==> config.mk <==
export PLATFORM = sky130hd
export DESIGN_NAME = msb_first_field_bit_packer
export DESIGN_NICKNAME = d
export VERILOG_FILES = /design/src/hdl/mfbp_pkg.sv /design/src/hdl/mfbp_in_reg.sv /design/src/hdl/mfbp_core.sv /design/src/hdl/msb_first_field_bit_packer.sv
export SDC_FILE = /design/constraint.sdc
export NUM_CORES = 1
export LEC_CHECK = 0
export BUFFER_PORTS_ARGS = -buffer_cell sky130_fd_sc_hd__buf_2
export CORE_UTILIZATION = 40
export DETAILED_ROUTE_END_ITERATION = 10
export GPL_TIMING_DRIVEN = 0
export PLACE_DENSITY = 0.62
export SLEW_MARGIN = 20
export SYNTH_ARGS = -nofsm -noshare
export SYNTH_HDL_FRONTEND = slang
export SYNTH_SLANG_ARGS = --single-unit
==> constraint.sdc <==
create_clock -name clock -period 3.9 [get_ports clock]
set_clock_uncertainty 0.1 [all_clocks]
set_input_delay 0.195 -clock clock [delete_from_list [all_inputs] [get_ports clock]]
set_output_delay 0.195 -clock clock [all_outputs]
set_load 0.02 [all_outputs]
==> src/hdl/mfbp_pkg.sv <==
// Package for the MSB-first field bit packer.
// Holds the field widths, the capacity reset value and the input transaction type.
// No dependencies.
package mfbp_pkg;

   localparam int VALUE_W         = 16;
   localparam int WIDTH_W         = 5;
   localparam int BYTE_W          = 8;
   localparam int PEND_W          = 7;
   localparam int PCNT_W          = 3;
   localparam int ACC_W           = PEND_W + VALUE_W;
   localparam int BUF_W           = 24;
   localparam int CNT_W           = 5;
   localparam int NLEFT_W         = 2;
   localparam int MAX_FIELD_WIDTH = 16;

   localparam logic [WIDTH_W-1:0] FIELD_LIMIT =
      (MAX_FIELD_WIDTH < VALUE_W) ? WIDTH_W'(MAX_FIELD_WIDTH) : WIDTH_W'(VALUE_W);

   localparam logic [BYTE_W-1:0] MAX_BYTES_RESET = 8'd220;
   localparam logic [BYTE_W-1:0] INDEX_SAT       = 8'd255;

   typedef struct packed {
      logic [VALUE_W-1:0] field_value;
      logic [WIDTH_W-1:0] field_width;
      logic               end_of_record;
   } item_type;

endpackage

==> src/hdl/mfbp_in_reg.sv <==
// Input register of the bit packer.
// Captures one request transaction and holds it until the packing core takes it.
// Depends on mfbp_pkg.
module mfbp_in_reg
   import mfbp_pkg::*;
(
   input  logic               clock,
   input  logic               reset,
   input  logic               req_valid,
   output logic               req_stall,
   input  logic [VALUE_W-1:0] req_field_value,
   input  logic [WIDTH_W-1:0] req_field_width,
   input  logic               req_end_of_record,
   output logic               item_valid,
   output item_type           item,
   input  logic               item_take
);

   logic     valid_ff, valid_in;
   item_type item_ff;

   assign req_stall  = valid_ff && !item_take;
   assign item_valid = valid_ff;
   assign item       = item_ff;

   always_comb begin
      valid_in = valid_ff;
      if (!req_stall) begin
         valid_in = req_valid;
      end
   end

   always_ff @(posedge clock) begin
      if (reset) begin
         valid_ff <= 1'b0;
      end else begin
         valid_ff <= valid_in;
      end
   end

   always_ff @(posedge clock) begin
      if (req_valid && !req_stall) begin
         item_ff.field_value   <= req_field_value;
         item_ff.field_width   <= req_field_width;
         item_ff.end_of_record <= req_end_of_record;
      end
   end

endmodule

==> src/hdl/mfbp_core.sv <==
// Packing core: aligns a field behind the pending bits, then issues one byte a cycle while not stalled.
// Keeps the pending bits, the record byte count and the result register.
// Depends on mfbp_pkg.
module mfbp_core
   import mfbp_pkg::*;
(
   input  logic              clock,
   input  logic              reset,
   input  logic              item_valid,
   input  item_type          item,
   output logic              item_take,
   input  logic [BYTE_W-1:0] max_bytes,
   output logic              rsp_valid,
   input  logic              rsp_stall,
   output logic [BYTE_W-1:0] rsp_out_byte,
   output logic              rsp_byte_valid,
   output logic [BYTE_W-1:0] rsp_byte_index,
   output logic              rsp_record_done,
   output logic [BYTE_W-1:0] rsp_record_length,
   output logic              rsp_overflow
);

   logic [PEND_W-1:0]  pend_ff, pend_in;
   logic [PCNT_W-1:0]  pcnt_ff, pcnt_in;
   logic [BYTE_W-1:0]  bytes_ff, bytes_in;
   logic [BUF_W-1:0]   buf_ff, buf_in;
   logic [NLEFT_W-1:0] nleft_ff, nleft_in;
   logic               eor_ff, eor_in;
   logic               bare_ff, bare_in;

   logic               rvalid_ff, rvalid_in;
   logic [BYTE_W-1:0]  rbyte_ff;
   logic               rbvalid_ff;
   logic [BYTE_W-1:0]  rindex_ff;
   logic               rdone_ff;
   logic [BYTE_W-1:0]  rlen_ff;
   logic               rovf_ff;

   logic [WIDTH_W-1:0] w_cl;
   logic [VALUE_W:0]   mask;
   logic [VALUE_W-1:0] val_m;
   logic [ACC_W-1:0]   acc;
   logic [CNT_W-1:0]   cnt0;
   logic [CNT_W-1:0]   sh;
   logic [BUF_W-1:0]   aligned;
   logic [PCNT_W-1:0]  rem;
   logic [NLEFT_W-1:0] nfull;
   logic [BYTE_W-1:0]  rem_mask;
   logic [NLEFT_W-1:0] n_new;
   logic               bare_new;

   logic               out_free;
   logic               issue;
   logic               last;
   logic [BYTE_W-1:0]  bytes_inc;
   logic               o_done;
   logic [BYTE_W-1:0]  o_len;
   logic               o_ovf;

   // align the new field behind the pending bits, earliest bit at the top
   always_comb begin
      w_cl     = (item.field_width > FIELD_LIMIT) ? FIELD_LIMIT : item.field_width;
      mask     = ((VALUE_W+1)'(1) << w_cl) - (VALUE_W+1)'(1);
      val_m    = item.field_value & mask[VALUE_W-1:0];
      acc      = (ACC_W'(pend_ff) << w_cl) | ACC_W'(val_m);
      cnt0     = CNT_W'(pcnt_ff) + w_cl;
      sh       = CNT_W'(BUF_W) - cnt0;
      aligned  = BUF_W'(acc) << sh;
      nfull    = cnt0[CNT_W-1:PCNT_W];
      rem      = cnt0[PCNT_W-1:0];
      rem_mask = (BYTE_W'(1) << rem) - BYTE_W'(1);
      n_new    = nfull;
      bare_new = 1'b0;
      if (item.end_of_record) begin
         if (rem != '0) begin
            n_new = nfull + NLEFT_W'(1);
         end else if (nfull == '0) begin
            n_new    = NLEFT_W'(1);
            bare_new = 1'b1;
         end
      end
   end

   assign out_free  = !rvalid_ff || !rsp_stall;
   assign issue     = (nleft_ff != '0) && out_free;
   assign last      = (nleft_ff == NLEFT_W'(1));
   assign item_take = item_valid && ((nleft_ff == '0) || (last && issue));
   assign bytes_inc = (bytes_ff == INDEX_SAT) ? bytes_ff : bytes_ff + BYTE_W'(1);

   always_comb begin
      o_done = eor_ff && last;
      o_len  = '0;
      o_ovf  = bytes_ff >= max_bytes;
      if (bare_ff) begin
         o_ovf = bytes_ff > max_bytes;
      end
      if (o_done) begin
         o_len = bare_ff ? bytes_ff : bytes_inc;
      end
   end

   always_comb begin
      pend_in   = pend_ff;
      pcnt_in   = pcnt_ff;
      bytes_in  = bytes_ff;
      buf_in    = buf_ff;
      nleft_in  = nleft_ff;
      eor_in    = eor_ff;
      bare_in   = bare_ff;
      rvalid_in = rvalid_ff;
      if (issue) begin
         buf_in    = buf_ff << BYTE_W;
         nleft_in  = nleft_ff - NLEFT_W'(1);
         rvalid_in = 1'b1;
         if (o_done) begin
            bytes_in = '0;
         end else if (!bare_ff) begin
            bytes_in = bytes_inc;
         end
      end else if (!rsp_stall) begin
         rvalid_in = 1'b0;
      end
      if (item_take) begin
         buf_in   = aligned;
         nleft_in = n_new;
         eor_in   = item.end_of_record;
         bare_in  = bare_new;
         if (item.end_of_record) begin
            pend_in = '0;
            pcnt_in = '0;
         end else begin
            pend_in = acc[PEND_W-1:0] & rem_mask[PEND_W-1:0];
            pcnt_in = rem;
         end
      end
   end

   always_ff @(posedge clock) begin
      if (reset) begin
         pend_ff   <= '0;
         pcnt_ff   <= '0;
         bytes_ff  <= '0;
         nleft_ff  <= '0;
         eor_ff    <= 1'b0;
         bare_ff   <= 1'b0;
         rvalid_ff <= 1'b0;
      end else begin
         pend_ff   <= pend_in;
         pcnt_ff   <= pcnt_in;
         bytes_ff  <= bytes_in;
         nleft_ff  <= nleft_in;
         eor_ff    <= eor_in;
         bare_ff   <= bare_in;
         rvalid_ff <= rvalid_in;
      end
   end

   always_ff @(posedge clock) begin
      buf_ff <= buf_in;
      if (issue) begin
         rbyte_ff   <= buf_ff[BUF_W-1 -: BYTE_W];
         rbvalid_ff <= !bare_ff;
         rindex_ff  <= bytes_ff;
         rdone_ff   <= o_done;
         rlen_ff    <= o_len;
         rovf_ff    <= o_ovf;
      end
   end

   assign rsp_valid         = rvalid_ff;
   assign rsp_out_byte      = rbyte_ff;
   assign rsp_byte_valid    = rbvalid_ff;
   assign rsp_byte_index    = rindex_ff;
   assign rsp_record_done   = rdone_ff;
   assign rsp_record_length = rlen_ff;
   assign rsp_overflow      = rovf_ff;

endmodule

==> src/hdl/msb_first_field_bit_packer.sv <==
// MSB-first field bit packer, top level.
// A request passes through the input register, the core's byte buffer and the result
// register. Throughput: one result per cycle while not stalled, from the single result
// register; the next transaction is taken as the last result of the one before issues.
// Reset (synchronous, active high) empties both registers, clears the record state
// and sets the capacity to 220. Depends on mfbp_pkg, mfbp_in_reg and mfbp_core.
module msb_first_field_bit_packer
   import mfbp_pkg::*;
(
   input  logic               clock,
   input  logic               reset,
   input  logic               csr_wr_en,
   input  logic [BYTE_W-1:0]  csr_wr_data,
   input  logic               req_valid,
   output logic               req_stall,
   input  logic [VALUE_W-1:0] req_field_value,
   input  logic [WIDTH_W-1:0] req_field_width,
   input  logic               req_end_of_record,
   output logic               rsp_valid,
   input  logic               rsp_stall,
   output logic [BYTE_W-1:0]  rsp_out_byte,
   output logic               rsp_byte_valid,
   output logic [BYTE_W-1:0]  rsp_byte_index,
   output logic               rsp_record_done,
   output logic [BYTE_W-1:0]  rsp_record_length,
   output logic               rsp_overflow
);

   logic [BYTE_W-1:0] max_bytes_ff;
   logic              item_valid;
   item_type          item;
   logic              item_take;

   always_ff @(posedge clock) begin
      if (reset) begin
         max_bytes_ff <= MAX_BYTES_RESET;
      end else if (csr_wr_en) begin
         max_bytes_ff <= csr_wr_data;
      end
   end

   mfbp_in_reg u_in_reg (
      .clock             (clock),
      .reset             (reset),
      .req_valid         (req_valid),
      .req_stall         (req_stall),
      .req_field_value   (req_field_value),
      .req_field_width   (req_field_width),
      .req_end_of_record (req_end_of_record),
      .item_valid        (item_valid),
      .item              (item),
      .item_take         (item_take)
   );

   mfbp_core u_core (
      .clock             (clock),
      .reset             (reset),
      .item_valid        (item_valid),
      .item              (item),
      .item_take         (item_take),
      .max_bytes         (max_bytes_ff),
      .rsp_valid         (rsp_valid),
      .rsp_stall         (rsp_stall),
      .rsp_out_byte      (rsp_out_byte),
      .rsp_byte_valid    (rsp_byte_valid),
      .rsp_byte_index    (rsp_byte_index),
      .rsp_record_done   (rsp_record_done),
      .rsp_record_length (rsp_record_length),
      .rsp_overflow      (rsp_overflow)
   );

endmodule
# ---- Word-level counts from Yosys, hierarchy flattened
# Cells that the tools add are included.
dict set report word_totals {
  reg_bits 105
  elab_cells 76
  in_bits 35
}
dict set report classes {
  magnitude_cmp 3
  eq_ne 3
  bitwise_logic 3
  reduce_logical 18
  addsub 7
  shifts 4
  muxes 19
}
# operator n
set ops {}
lappend ops {{$mux W24} 2}
lappend ops {{$mux W8} 3}
lappend ops {{$shl A23 B5 Y24} 1}
lappend ops {{$or A23 B16 Y23} 1}
lappend ops {{$shl A7 B5 Y23} 1}
lappend ops {{$and A16 B16 Y16} 1}
lappend ops {{$shl A1 B5 Y16 const A} 1}
lappend ops {{$sub A16 B2 Y16 const B} 1}
lappend ops {{$mux W2} 5}
lappend ops {{$add A8 B1 Y8 const B} 1}
lappend ops {{$eq A8 B8 Y1 const B} 1}
lappend ops {{$ge A8 B8 Y1} 1}
lappend ops {{$gt A8 B8 Y1} 1}
lappend ops {{$and A7 B7 Y7} 1}
lappend ops {{$mux W7} 1}
lappend ops {{$shl A1 B3 Y7 const A} 1}
lappend ops {{$sub A7 B2 Y7 const B} 1}
lappend ops {{$logic_and A1 B1 Y1} 6}
lappend ops {{$mux W1} 6}
lappend ops {{$add A3 B5 Y5} 1}
lappend ops {{$gt A5 B5 Y1 const B} 1}
lappend ops {{$logic_not A1 Y1} 5}
lappend ops {{$mux W5} 1}
lappend ops {{$sub A5 B5 Y5 const A} 1}
lappend ops {{other kinds (9)} 12}

# ---- Depth between registers and ports, before layout
dict set report logic_depth {
  ltp_word 10
  ltp_mapped 22
}

# ---- By module
# From an unflattened synthesis, not the netlist that was laid out.
dict set report unflattened {
  hier_cells 735
  hier_area_um2 6936.7
}
# mod cells_each area_each_um2 seq_area_each_um2 instances
set by_module_without_submodules {}
lappend by_module_without_submodules {mfbp_core 683 5926.9 1991.9 1}
lappend by_module_without_submodules {mfbp_in_reg 26 710.7 680.7 1}
lappend by_module_without_submodules {msb_first_field_bit_packer 26 299.0 160.2 1}

# ---- Least setup slack after synthesis
# Ideal clock, no wire load.
dict set report synth_timing {
  path_kind {register to register}
  startpoint {register u_in_reg.item_ff, in the netlist u_in_reg.item[5]}
  endpoint {register u_core.pend_ff[6]}
  stages_incl_launch_ff 21
  n_path_buf 4
  arrival_ps 3839
  required_ps 3735
  path_slack_ps -104
  synth_period_minus_slack_ps 4004
  cell_sequence {edfxtp_1 > buf_2 > buf_2 > buf_2 > nand2b_1 > xnor2_1 > ha_1 > a21oi_1 > or2_2 > nand2_1 > xnor2_1 > inv_2 > ha_1 > clkbuf_1 > inv_1 > ha_1 > nand2b_1 > or3_1 > a2111oi_0 > a21oi_1 > nor2_1}
}
dict set report synth_between {
  elab_chain_cells 8
}
# element line_no
set synth_rtl {}
lappend synth_rtl {{start: declaration} mfbp_in_reg.sv:20} ;# item_type item_ff;
lappend synth_rtl {{$gt A5 B5 Y1} mfbp_core.sv:62} ;# w_cl = (item.field_width > FIELD_LIMIT) ? FIELD_LIMIT : item.field_width;
lappend synth_rtl {{$mux W5 (*)} mfbp_core.sv:62}
lappend synth_rtl {{branches (longest 4 deep; another with $sub A7 B2 Y7)} -}
lappend synth_rtl {{$and A7 B7 Y7 (*)} mfbp_core.sv:132} ;# pend_in = acc[PEND_W-1:0] & rem_mask[PEND_W-1:0];
lappend synth_rtl {{$mux W7 (*)} mfbp_core.sv:128} ;# if (item.end_of_record) begin
lappend synth_rtl {{end signal: assignment} mfbp_core.sv:148} ;# pend_ff <= pend_in;
lappend synth_rtl {{end: declaration} mfbp_core.sv:23} ;# logic [PEND_W-1:0] pend_ff, pend_in;
# Mark *: on every way between the ends.
# A chain may end at the register's enable or synchronous reset.

# ---- Worst setup path after layout
# Ends and elaborated chain as after synthesis.

==> results.py <==
metrics = {
    "outcome": {
        "outcome": "complete, no violations",
    },
    "clock_tree": {
        "tritoncts": "built",
        "cts_root_buf": "clkbuf_16",
        "cts_buffers": 9,
        "cts_max_level": 3,
        "clock-sinks": 105,
        "clkTransAtPathRegs_ns": 0.08,
        "worstSkewPairLatency_ns": 0.36,
        "cts.path.max_buffers": 2,
    },
    "setup_path": {
        "end_kind": "register",
        "crit_chain": "buf_6 > buf_8 > buf_6 > nand2b_4 > xnor2_2 > ha_2 > a21oi_2 > or2_4 > nand2_4 > xnor2_4 > inv_2 > ha_2 > buf_6 > inv_2 > ha_4 > nand2b_1 > or3_4 > a2111oi_4 > a21oi_1 > nor2_1",
        "path_class": "register to register",
        "cp_data_arrival_time_ns": 3.97,
        "required_ns": 4.09,
        "startpoint_type": "register",
        "slowest_delay_ns": 0.43,
        "cp_top_family": "simple AND/OR/NAND/NOR gates",
        "crit_path_top_delay_cell": "edfxtp_1",
        "cp_num_buf_inv": 6,
        "crit_top_cell": "buf_6",
        "worst-path-max-fanout": 10,
    },
    "yosys": {
        "ys.flop_type": "edfxtp_1",
        "synthSimpleGateAreaFrac_pct": 19.6,
        "yosysWarnings": 0,
        "synth.mux.area_fraction_pct": 6.38,
        "synth_edf_count": 73,
        "syn-instance-count": 777,
        "synthAdderAreaFrac_pct": 4.00,
        "mappedNetlistArea_mm2": 0.00719,
        "ys_async_sr_fraction_pct": 0,
        "avgSynthCellArea_um2": 9.26,
        "synth_top_family_by_area": "compound AO/OA/AOI/OAI gates",
        "ys_seq_area_share_pct": 39.4,
        "yosys.cell_types.count": 92,
        "synth-seq-cells": 105,
        "synth_compound_area_share_pct": 22.8,
        "synth_xor_area_share_pct": 2.16,
        "synthesis.nets": 835,
    },
    "route": {
        "viasPerCell": 5.93,
        "ant_nets": 0,
        "initialDrtViolationCount": 658,
        "drt-total-wl_um": 22400,
        "dr.pass1.iters": 6,
        "vias": 6663,
        "drc_errors": 0,
        "drt-wirelength-per-cell_um": 19.9,
    },
    "place": {
        "place_congestion": 0.967,
        "dpl.hpwl_um": 16500,
        "portBuffers": 62,
    },
    "sta": {
        "clock.fmax_ghz": 0.265,
        "setup_violations": 0,
        "period_minus_slack_ns": 3.77,
        "period_share_pct": 96.7,
        "finalHoldViolCount": 0,
        "relSlewSlack_pct": 32.4,
        "tns_ns": 0,
        "slew_violations": 0,
        "worstMarginPinSlew_ns": 1.01,
    },
    "cells_and_area": {
        "area_growth_pct": 23.1,
        "nets": 951,
        "multiInputGateArea_mm2": 0.00424,
        "regArea_mm2": 0.00283,
        "num-fill-cells": 1648,
        "n_antenna_cell": 0,
        "drive_above_1_share_pct": 22.8,
    },
    "grt": {
        "antenna_found_initial": 0,
        "overflow": 0,
        "track_usage_pct": 25.2,
        "grt_max_degree": 28,
        "grt_pass1_vias": 6349,
        "grt_pass1_wl_um": 35300,
    },
    "die": {
        "die_w_um": 136,
        "die_area_mm2": 0.0185,
        "fp.coreArea_mm2": 0.0174,
        "start_util_pct": 41.3,
        "die_h_um": 136,
        "ios": 64,
        "fp-row-count": 48,
    },
    "power": {
        "p_leak_nw": 3.29,
        "power_density_mw_per_mm2": 574,
        "ir_drop_mv": 0.429,
        "p_total_mw": 5.08,
    },
    "min_path": {
        "min_path_type": "input port to register",
    },
    "job": {
        "drv_cap": 0,
    },
}
metal layers:
layer  GRT usage, %  vias to the layer above  share of wire, %
li1               -                     3176                 -
met1           32.2                     3156                43
met2           41.7                      279                47
met3           4.18                       52               5.7
met4           10.9                        0               3.5
met5              0                        -                 0
flip-flops by register name, indices dropped and copies added, names as in the netlist:
name,count
max_bytes_ff,8
u_core.bare_ff,1
u_core.buf_ff,24
u_core.bytes_ff,8
u_core.eor_ff,1
u_core.nleft_ff,2
u_core.pcnt_ff,3
u_core.pend_ff,7
u_core.rsp_byte_index,8
u_core.rsp_byte_valid,1
u_core.rsp_out_byte,8
u_core.rsp_overflow,1
u_core.rsp_record_done,1
u_core.rsp_record_length,8
u_core.rsp_valid,1
u_in_reg.item,22
u_in_reg.item_valid,1
what timing repair did:
| item | 4_1_cts | 5_1_grt |
|---|---|---|
| hold buffers | 31 | 0 |
| gates cloned | 1 | 0 |
| gates resized for setup | 48 | 29 |
| setup buffers | 8 | 5 |
| pin swaps | 6 | 9 |
| setup endpoints to repair | 31 | 24 |
| endpoints found under the hold margin | 31 | 0 |
through the flow:
| stage | std cells | setup slack [ns] | area, µm² | hold slack [ns] | util [%] |
|---|---|---|---|---|---|
| global route | 1123 | -0.0267 | 8850 | 0.0810 | 50.8 |
| CTS | 1119 | 0.00145 | 8690 | 0.0522 | 49.9 |
| global placement | 1064 | -0.841 | 7790 | 0.271 | 44.8 |
| detailed placement | 1066 | -0.885 | 7830 | 0.273 | 45.0 |
| floorplan | 777 | 0.0158 | 7200 | 0.194 | - |
| finish | 1123 | 0.128 | 8850 | 0.0595 | 50.8 |
cells by family (layout without fill, tap and decap cells):
logic type               after synthesis  after routing
AO/OA/AOI/OAI                        228            228
XOR/XNOR                              16             17
adder cells (fa/ha/maj)               23             23
buffers and inverters                 91            211
flip-flops                           105            105
multiplexers                          37             37
AND/OR/NAND/NOR                      277            277
where the power goes:
group / internal [mW] / total [mW] / switching [mW]
combinational: 0.874 / 2.40 / 1.52
sequential: 1.66 / 1.77 / 0.114
clock: 0.451 / 0.911 / 0.461
total: 2.98 / 5.08 / 2.10
cell usage after synthesis, types with 5 or more instances:
library cell | number | share of area [%]
nand2b_1 | 12 | 1.0
xor2_1 | 5 | 0.61
mux2i_1 | 20 | 2.8
buf_6 | 5 | 0.78
nand4_1 | 14 | 1.2
inv_1 | 27 | 1.4
nor4_1 | 8 | 0.70
o21ai_0 | 42 | 2.9
ha_1 | 23 | 4.0
a21oi_1 | 47 | 3.3
nor2_1 | 59 | 3.1
o21a_1 | 6 | 0.63
nor3_1 | 31 | 2.2
mux4_2 | 6 | 1.9
o32ai_1 | 5 | 0.61
o211ai_1 | 21 | 2.2
a22oi_1 | 5 | 0.52
a21o_1 | 6 | 0.63
dfxtp_1 | 32 | 8.9
clkbuf_1 | 37 | 1.9
xnor2_1 | 9 | 1.1
nand2_1 | 79 | 4.1
edfxtp_1 | 73 | 30
a211oi_1 | 10 | 1.0
buf_2 | 17 | 1.2
and3_1 | 5 | 0.43
mux2_2 | 11 | 1.7
nand3_1 | 19 | 1.3
o31ai_1 | 9 | 0.94
and2_1 | 7 | 0.61
nor2b_1 | 8 | 0.70
worst paths after layout:
check | from | end | slack, ns | depth (start not counted)
hold reg to reg | u_core.buf_ff[18] | u_core.rsp_out_byte[2] | 0.32 | 0
hold / removal | csr_wr_en | max_bytes_ff[1] | 0.06 | 3
setup / recovery | u_in_reg.item[5] | u_core.pend_ff[6] | 0.13 | 20
setup reg to reg | u_in_reg.item[5] | u_core.pend_ff[6] | 0.13 | 20
worst min-delay path: cells and delay by family:
family / cells / cell delay [ns]
buffers and inverters: 1 / 0.14
multiplexers: 1 / 0.08
AND/OR/NAND/NOR: 1 / 0.07
area by class of cell:
cell class | instances | area share (%)
Buffer | 58 | 3.83
Clock buffer | 10 | 2.59
Clock inverter | 6 | 0.650
Inverter | 29 | 1.27
Multi-Input combinational cell | 582 | 47.9
Sequential cell | 105 | 32.0
Tap cell | 225 | 3.18
Timing Repair Buffer | 108 | 8.61
cells in the final DEF (no fill, tap or decap), types with 5 or more instances in the layout:
cell type      instances
nor2b_1                7
mux2_2                11
edfxtp_1              73
inv_2                  5
o21a_1                 6
dlygate4sd3_1         31
mux2i_1               20
xnor2_1                5
clkbuf_1              28
a211oi_1               9
nand2b_1              10
a21o_1                 6
inv_1                 23
nor3_1                28
nand4_1               14
a22oi_1                5
xor2_1                 5
nor2_1                56
o21ai_0               42
and3_1                 5
and2_1                 7
ha_1                  16
buf_2                 75
dfxtp_1               32
mux4_2                 6
o31ai_1                9
buf_4                 16
buf_6                  9
clkbuf_16              9
a21oi_1               43
o32ai_1                5
nand3_1               19
nand2_1               76
o211ai_1              21
nor4_1                 6
Note: power is estimated with default switching activity, not from simulation.
